==> config.mk <==
export PLATFORM = sky130hd
export DESIGN_NAME = circle_octant_pixel_addresser_top
export DESIGN_NICKNAME = d
export VERILOG_FILES = /design/src/rtl/cop_pkg.sv /design/src/rtl/circle_octant_pixel_addresser_top.sv
export SDC_FILE = /design/constraint.sdc
export NUM_CORES = 2
export LEC_CHECK = 0
export BUFFER_PORTS_ARGS = -buffer_cell sky130_fd_sc_hd__buf_2
export CORE_MARGIN = 5
export CORE_UTILIZATION = 39
export DETAILED_ROUTE_END_ITERATION = 8
export PLACE_DENSITY = 0.63
export SYNTH_ARGS = -nofsm -noshare
export SYNTH_HDL_FRONTEND = slang
export SYNTH_SLANG_ARGS = --single-unit
export TNS_END_PERCENT = 20
==> constraint.sdc <==
create_clock -name clock -period 32.9 [get_ports clock]
set_input_delay 9.87 -clock clock [delete_from_list [all_inputs] [get_ports clock]]
set_output_delay 9.87 -clock clock [all_outputs]
set_load 0.01 [all_outputs]
==> src/rtl/cop_pkg.sv <==
`timescale 1ns / 1ps
`default_nettype none
// ----------------------------------------------------------------------------
// cop_pkg
// Shared constants and types for the circle octant pixel addresser.
// ----------------------------------------------------------------------------
package cop_pkg;
   localparam int CoordW   = 10;
   localparam int DimW     = 11;
   localparam int AddrW    = 22;
   localparam int NumOct   = 8;
   localparam int DistW    = 21;
   localparam int RootW    = 11;
   localparam int DefMaxW  = 1024;
   localparam int DefMaxH  = 1024;
   localparam int CsrIdxW  = 3;
   localparam int CsrDataW = 16;
   localparam int ReqDataW = 16;
   localparam int RspDataW = 184;

   typedef enum logic [CsrIdxW-1:0] {
      REG_CENTER_X = 3'd0,
      REG_CENTER_Y = 3'd1,
      REG_RIM_X    = 3'd2,
      REG_RIM_Y    = 3'd3,
      REG_WIDTH    = 3'd4,
      REG_HEIGHT   = 3'd5
   } reg_idx_type;
endpackage
`default_nettype wire

==> src/rtl/circle_octant_pixel_addresser_top.sv <==
`timescale 1ns / 1ps
`default_nettype none
// ----------------------------------------------------------------------------
// circle_octant_pixel_addresser_top
// Eight-way symmetric circle column addresser, pipelined integer square root.
// ----------------------------------------------------------------------------
// channel | dir | content
// req_    | in  | column_offset
// rsp_    | out | eight octant addresses, valid_mask, column_active
// csr_    | in  | register index and data
// One column per clock while rsp_ is not stalled; 11 root stages, one per
// result bit, plus setup, rounding and address stages.
// Synchronous reset clears valid bits and restores the register defaults.
// A stall on rsp_ freezes the whole pipe; nothing is lost or repeated.
module circle_octant_pixel_addresser_top #(
   parameter int MAX_WIDTH  = cop_pkg::DefMaxW,
   parameter int MAX_HEIGHT = cop_pkg::DefMaxH
) (
   input  wire logic                         clock,
   input  wire logic                         reset,
   input  wire logic                         csr_valid,
   output logic                              csr_ready,
   input  wire logic [cop_pkg::CsrIdxW-1:0]  csr_index,
   input  wire logic [cop_pkg::CsrDataW-1:0] csr_data,
   input  wire logic                         req_tvalid,
   output logic                              req_tready,
   input  wire logic [cop_pkg::ReqDataW-1:0] req_tdata,  // column_offset[9:0]
   output logic                              rsp_tvalid,
   input  wire logic                         rsp_tready,
   // addr_oct0..7 (22 bits each, from bit 0), valid_mask[183:176]
   output logic [cop_pkg::RspDataW-1:0]      rsp_tdata,
   output logic                              rsp_tuser   // column_active
);
   import cop_pkg::*;

   localparam int NS = RootW;          // root stages
   localparam int AW = 40;             // wide signed address math
   localparam int RW = 16;             // signed row and width operands
   localparam int MWW = $clog2(MAX_WIDTH + 1);
   localparam int MHW = $clog2(MAX_HEIGHT + 1);

   logic [CoordW-1:0] cx_ff, cy_ff, rx_ff, ry_ff;
   logic [DimW-1:0]   iw_ff, ih_ff;

   assign csr_ready = 1'b1;
   always_ff @(posedge clock) begin
      if (reset) begin
         cx_ff <= '0; cy_ff <= '0; rx_ff <= '0; ry_ff <= '0;
         iw_ff <= DimW'(1024); ih_ff <= DimW'(1024);
      end else if (csr_valid) begin
         unique case (csr_index)
            REG_CENTER_X: cx_ff <= csr_data[CoordW-1:0];
            REG_CENTER_Y: cy_ff <= csr_data[CoordW-1:0];
            REG_RIM_X:    rx_ff <= csr_data[CoordW-1:0];
            REG_RIM_Y:    ry_ff <= csr_data[CoordW-1:0];
            REG_WIDTH:    iw_ff <= csr_data[DimW-1:0];
            REG_HEIGHT:   ih_ff <= csr_data[DimW-1:0];
            default: ;
         endcase
      end
   end

   // Clamped dimensions (static between items).
   logic [MWW-1:0] w_c;
   logic [MHW-1:0] h_c;
   always_comb begin
      if (32'(iw_ff) > 32'(MAX_WIDTH)) w_c = MWW'(MAX_WIDTH);
      else                             w_c = MWW'(iw_ff);
      if (32'(ih_ff) > 32'(MAX_HEIGHT)) h_c = MHW'(MAX_HEIGHT);
      else                              h_c = MHW'(ih_ff);
   end

   wire adv = !rsp_tvalid || rsp_tready;
   assign req_tready = adv;

   // Stage 0: squared distance and x^2.
   logic              v0_ff;
   logic [CoordW-1:0] x0_ff;
   logic [DistW-1:0]  d0_ff;
   logic [DistW-1:0]  xx0_ff;
   logic [CoordW-1:0] adx, ady;
   always_comb begin
      adx = (cx_ff >= rx_ff) ? cx_ff - rx_ff : rx_ff - cx_ff;
      ady = (cy_ff >= ry_ff) ? cy_ff - ry_ff : ry_ff - cy_ff;
   end
   always_ff @(posedge clock) begin
      if (reset) v0_ff <= 1'b0;
      else if (adv) v0_ff <= req_tvalid;
      if (adv) begin
         x0_ff  <= req_tdata[CoordW-1:0];
         d0_ff  <= DistW'(adx) * DistW'(adx) + DistW'(ady) * DistW'(ady);
         xx0_ff <= DistW'(req_tdata[CoordW-1:0]) * DistW'(req_tdata[CoordW-1:0]);
      end
   end

   // Root pipe state; entry 0 is the stage 1 register.
   logic              vr_ff  [NS+1];
   logic              ar_ff  [NS+1];
   logic [CoordW-1:0] xr_ff  [NS+1];
   logic [DistW-1:0]  er_ff  [NS+1];
   logic [DistW+1:0]  rem_ff [NS+1];
   logic [RootW-1:0]  rt_ff  [NS+1];

   // Stage 1: active test, E.
   wire [DistW+1:0] lhs = {xx0_ff, 2'b00} + {11'd0, x0_ff, 2'b00} + 23'd1;
   always_ff @(posedge clock) begin
      if (reset) vr_ff[0] <= 1'b0;
      else if (adv) vr_ff[0] <= v0_ff;
      if (adv) begin
         xr_ff[0]  <= x0_ff;
         ar_ff[0]  <= lhs <= {1'b0, d0_ff, 1'b0};
         er_ff[0]  <= d0_ff - xx0_ff;
         rem_ff[0] <= '0;
         rt_ff[0]  <= '0;
      end
   end

   // Root stages: restoring, one result bit per stage.
   for (genvar s = 0; s < NS; s++) begin : g_root
      localparam int B = NS - 1 - s;
      logic [DistW+1:0] rin, trial;
      logic [DistW-1:0] es;
      always_comb begin
         es    = er_ff[s] >> (2 * B);
         rin   = {rem_ff[s][DistW-1:0], es[1:0]};
         trial = {(DistW+2-RootW-2)'(0), rt_ff[s], 2'b01};
      end
      always_ff @(posedge clock) begin
         if (reset) vr_ff[s+1] <= 1'b0;
         else if (adv) vr_ff[s+1] <= vr_ff[s];
         if (adv) begin
            ar_ff[s+1] <= ar_ff[s];
            xr_ff[s+1] <= xr_ff[s];
            er_ff[s+1] <= er_ff[s];
            if (rin >= trial) begin
               rem_ff[s+1] <= rin - trial;
               rt_ff[s+1]  <= {rt_ff[s][RootW-2:0], 1'b1};
            end else begin
               rem_ff[s+1] <= rin;
               rt_ff[s+1]  <= {rt_ff[s][RootW-2:0], 1'b0};
            end
         end
      end
   end

   // Rounding: E - k^2 = rem; round up when rem > k.
   logic              vy_ff, ay_ff, sk_ff;
   logic [CoordW-1:0] xy_ff;
   logic [RootW:0]    y_ff;
   wire [RootW:0] ynext = {1'b0, rt_ff[NS]} +
                          (RootW+1)'(rem_ff[NS] > (DistW+2)'(rt_ff[NS]));
   always_ff @(posedge clock) begin
      if (reset) vy_ff <= 1'b0;
      else if (adv) vy_ff <= vr_ff[NS];
      if (adv) begin
         ay_ff <= ar_ff[NS];
         xy_ff <= xr_ff[NS];
         y_ff  <= ynext;
         sk_ff <= !ar_ff[NS] || (32'(xr_ff[NS]) > 32'(w_c)) || (32'(ynext) > 32'(h_c));
      end
   end

   // Row bases 4*W*row for the four distinct rows, column bases 4*col.
   logic              vb_ff, ab_ff, sb_ff;
   logic signed [AW-1:0] rb_ff [4];   // cy+y, cy+x, cy-y, cy-x
   logic signed [AW-1:0] cb_ff [4];   // cx+x, cx+y, cx-y, cx-x
   logic signed [RW-1:0] rr [4];
   logic signed [RW-1:0] sw;
   logic signed [2*RW-1:0] rp [4];
   always_comb begin
      sw = RW'(w_c);
      rr[0] = RW'(cy_ff) + RW'(y_ff);
      rr[1] = RW'(cy_ff) + RW'(xy_ff);
      rr[2] = RW'(cy_ff) - RW'(y_ff);
      rr[3] = RW'(cy_ff) - RW'(xy_ff);
      for (int i = 0; i < 4; i++) rp[i] = rr[i] * sw;
   end
   always_ff @(posedge clock) begin
      if (reset) vb_ff <= 1'b0;
      else if (adv) vb_ff <= vy_ff;
      if (adv) begin
         ab_ff <= ay_ff;
         sb_ff <= sk_ff;
         for (int i = 0; i < 4; i++) rb_ff[i] <= AW'(rp[i]) <<< 2;
         cb_ff[0] <= (AW'(cx_ff) + AW'(xy_ff)) <<< 2;
         cb_ff[1] <= (AW'(cx_ff) + AW'(y_ff)) <<< 2;
         cb_ff[2] <= (AW'(cx_ff) - AW'(y_ff)) <<< 2;
         cb_ff[3] <= (AW'(cx_ff) - AW'(xy_ff)) <<< 2;
      end
   end

   // Final: sum, range check, output register.
   logic signed [AW-1:0] a [NumOct];
   logic signed [AW-1:0] lim;
   logic [31:0]          area;
   always_comb begin
      area = 32'(w_c) * 32'(h_c);
      lim  = AW'(area) <<< 2;
      a[0] = rb_ff[0] + cb_ff[0];
      a[1] = rb_ff[1] + cb_ff[1];
      a[2] = rb_ff[1] + cb_ff[2];
      a[3] = rb_ff[2] + cb_ff[0];
      a[4] = rb_ff[2] + cb_ff[3];
      a[5] = rb_ff[3] + cb_ff[2];
      a[6] = rb_ff[3] + cb_ff[1];
      a[7] = rb_ff[0] + cb_ff[3];
   end
   always_ff @(posedge clock) begin
      if (reset) rsp_tvalid <= 1'b0;
      else if (adv) rsp_tvalid <= vb_ff;
      if (adv) begin
         rsp_tuser <= ab_ff;
         for (int i = 0; i < NumOct; i++) begin
            if (!sb_ff && a[i] >= 0 && a[i] < lim) begin
               rsp_tdata[i*AddrW +: AddrW] <= a[i][AddrW-1:0];
               rsp_tdata[NumOct*AddrW + i] <= 1'b1;
            end else begin
               rsp_tdata[i*AddrW +: AddrW] <= '0;
               rsp_tdata[NumOct*AddrW + i] <= 1'b0;
            end
         end
      end
   end
endmodule
`default_nettype wire

==> key figures <==
Min path
  – Worst Hold Depth: 0
  – Worst min-delay path class: reg -> reg
  – Hold Startpoint: er_ff[0][4]
  – Hold path endpoint: er_ff[1][4]

Clocking
  – Setup bufs post-CTS: 0
  – Hold_buf cts: 0
  – Insertion delay to the later sink of the worst-skew pair: 0.78 ns
  – Root buffer cell: clkbuf_16
  – H-tree levels: 3
  – Clk slew on worst S/H paths: 0.06 ns
  – Max clock buf depth: 3
  – # clock sinks: 994
  – CTS tree: done
  – CTS buffer count: roughly 110
  – Cts repair resizes: 0

Cells and area
  – Most common cell after layout, fill and taps aside: inv_1
  – Most frequent cells in the layout: 1,245 x inv_1, 976 x ha_1, 927 x edfxtp_1
  – Area growth from synthesis to layout: 9.27%
  – End-of-flow core utilization: 42.7%
  – Layout cells sized above 1: between 6 and 7%
  – Finished Layout Cells: about 12,000
  – Nets: 10,292

Setup path
  – Worst stage delay on the critical path: approximately 0.46 ns
  – CP required: about 23 ns
  – Cells on worst reg2reg path: 31
  – Startpoint types: input port
  – CP max FO: between 90 and 100
  – RR Endpoint: d0_ff[18]
  – CP Capture Type: output port
  – Worst setup path startpoint: rsp_tready
  – Critical path class: in -> out
  – CP Cell Sequence: buf_2 > nor2b_2 > inv_8 > buf_2
  – R2r setup slk: roughly 22 ns
  – Crit-path slowest cell: inv_8
  – Arr. time, crit path: approximately 11 ns
  – Crit Reg-Reg Startpoint: cy_ff[1]
  – CP dominant cell by count: buf_2

Timing
  – Final worst-path cycle share: 63.2%
  – Worst Hold Slack: between 0.3 and 0.4 ns
  – Min cycle time layout: around 21 ns
  – Least-Margin Pin Slew: roughly 1.3 ns
  – Total negative setup slack: 0 ns
  – Max-slew violations: 0
  – Fmax: roughly 48 MHz
  – Final Hold Fails: 0
  – RSZ-0062 raised after global routing: false
  – Final setup fails: 0
  – Clock skew after layout: 0.0853 ns
  – Headroom to the max-slew limit: 13.4%

Floorplanning
  – Core ar.: approximately 0.22 mm2
  – Die H: 478 um
  – I/O pin count: 228
  – Initial Util: just under 40%
  – Cell Rows: 172
  – Die extent in x: around 480 um
  – Die area: 0.229 mm2

Power
  – Clock network power share: 20.9%
  – Pwr per Cell Area: roughly 61 mW/mm2
  – Combinational share of power: roughly 43%
  – Sequential share of power: 35.9%
  – Design Power: approximately 5.7 mW
  – Net switching power: approximately 2.2 mW
  – Max VDD drop: 0.0000526 V
  – Leak pwr: 43.0 nW
  – P_int: ~3.5 mW
  – Switch share: 38.3%

GRT
  – Gr usage total: approximately 18%
  – Pin count of the biggest net entering global routing: between 100 and 150
  – First-pass GRT wire length: roughly 340,000 um
  – Overflow after GRT: 0
  – Initial antenna violation count: 12
  – Number of global-route vias before repair: 60,380

Synth
  – EDFF count, synth: around 900
  – Flops & latches, synth: ~990
  – Sequential-to-total area share from yosys stat: 34.1%
  – Unique cell type count in the Yosys netlist: between 90 and 100
  – Synthesized area per cell: 10.1 um2
  – Async SR Flop Fraction: 0%
  – Synth warn: 0
  – Post-synthesis cell area: 0.0856 mm2
  – Main flop type after synthesis: edfxtp_1
  – Post-Syn Instances: roughly 8,400

Drt
  – Drt pass-1 iters: 7
  – WL per Instance: between 15 and 20 um
  – DRT antenna net count: 0
  – Routed vias/inst: between 5 and 6
  – DR iter-0 viols: about 4,000
  – Residual DRC: 0
  – Vias: roughly 60,000
  – WL final: roughly 210,000 um

Placed design
  – Post-DP HPWL: around 170,000 um
  – Final Wtd Congestion: a little over 0.9
  – DP Cell Count: 11,370
  – Port Buffers: just under 200

Status
  – Status: finished clean

Job
  – Max_cap viols: 0
==> worst max-delay path, delay by kind of cell <==
family	cells	cell delay [ns]
AND/OR/NAND/NOR	1	0.06
buffers and inverters	3	0.81
==> cells by family after synthesis <==
kind of cell             synth area share (%)
other                                 0.00877
multiplexers                            0.320
adder cells (fa/ha/maj)                  30.1
AND/OR/NAND/NOR                          13.0
flip-flops                               34.1
XOR/XNOR                                 5.86
buffers and inverters                    6.65
AO/OA/AOI/OAI                            9.87
==> power by group through the flow <==
stage                     Combinational [mW]  Sequential (mW)  Clock, mW
after floorplan                         1.90             1.99          0
after global placement                  2.41             2.07          0
after detailed placement                2.47             2.08          0
after CTS                               2.49             2.06       1.23
after global routing                    2.79             2.09       1.28
final                                   2.48             2.05       1.20
==> worst max-delay path by stage <==
stage	slack [ns]	end	depth (start not counted)
floorplan	0.28	req_tready	4
global placement	12.11	req_tready	4
detailed placement	12.10	req_tready	4
CTS	12.10	req_tready	4
global route	12.06	req_tready	4
finish	12.10	req_tready	4
==> Yosys cell counts, types with 31 or more instances <==
cell      instances  share of area, %
a211oi_1         68              0.60
a21boi_0         31              0.27
a21o_1          126               1.1
a21oi_1         432               2.5
and2_1          132              0.96
and3_1           55              0.40
clkbuf_1        201              0.88
dfxtp_1          67               1.6
edfxtp_1        927                33
fa_1            670                16
ha_1            976                14
inv_1          1248               5.5
nand2_1         729               3.2
nand2b_1         86              0.63
nand3_1         112              0.65
nand4_1          46              0.34
nor2_1          675               3.0
nor2b_1         106              0.77
nor3_1          157              0.92
nor3b_1          46              0.40
nor4_1           42              0.31
o21a_1           84              0.74
o21ai_0         255               1.5
o21bai_1         70              0.61
or2_2            54              0.39
or3_1            42              0.31
xnor2_1         370               3.8
xor2_1          203               2.1
==> per-stage QoR <==
| step | setup WS (ns) | instance area, um2 |
|---|---|---|
| 6_report | 12.10 | 93500 |
| 3_5_place_dp | 12.10 | 90000 |
| 5_1_grt | 12.06 | 93500 |
| 3_3_place_gp | 12.11 | 90000 |
| 2_1_floorplan | 0.285 | 85600 |
| 4_1_cts | 12.10 | 93500 |
==> state kept, by name (all words and copies together), names as in the netlist, 10 cells and up <==
name and count:
rem_ff 204, rsp_tdata 168, er_ff 131, xr_ff 120
rb_ff 93, rt_ff 66, cb_ff 46, d0_ff 21
xx0_ff 18, ar_ff 12, vr_ff 12, y_ff 12
ih_ff 11, iw_ff 11, cx_ff 10, cy_ff 10
rx_ff 10, ry_ff 10, x0_ff 10, xy_ff 10
==> metal layers <==
metal	share of wire, %	vias up	global-route usage, %
met1	43	29120	24.3
met4	4.5	6	7.39
met3	5.5	400	2.47
li1	-	28790	-
met5	0.022	-	0
met2	47	1679	30.6
==> layout make-up <==
class,count,area [um2]
repair buffers,279,1600
diodes,4,10.0
well taps,2871,3590
flip-flops and latches,994,29200
clock buffers,117,2690
clock inverters,82,831
inverters,1259,4740
fillers,20716,126000
multi-input cells,5967,50900
Note: power is estimated with default switching activity, not from simulation.
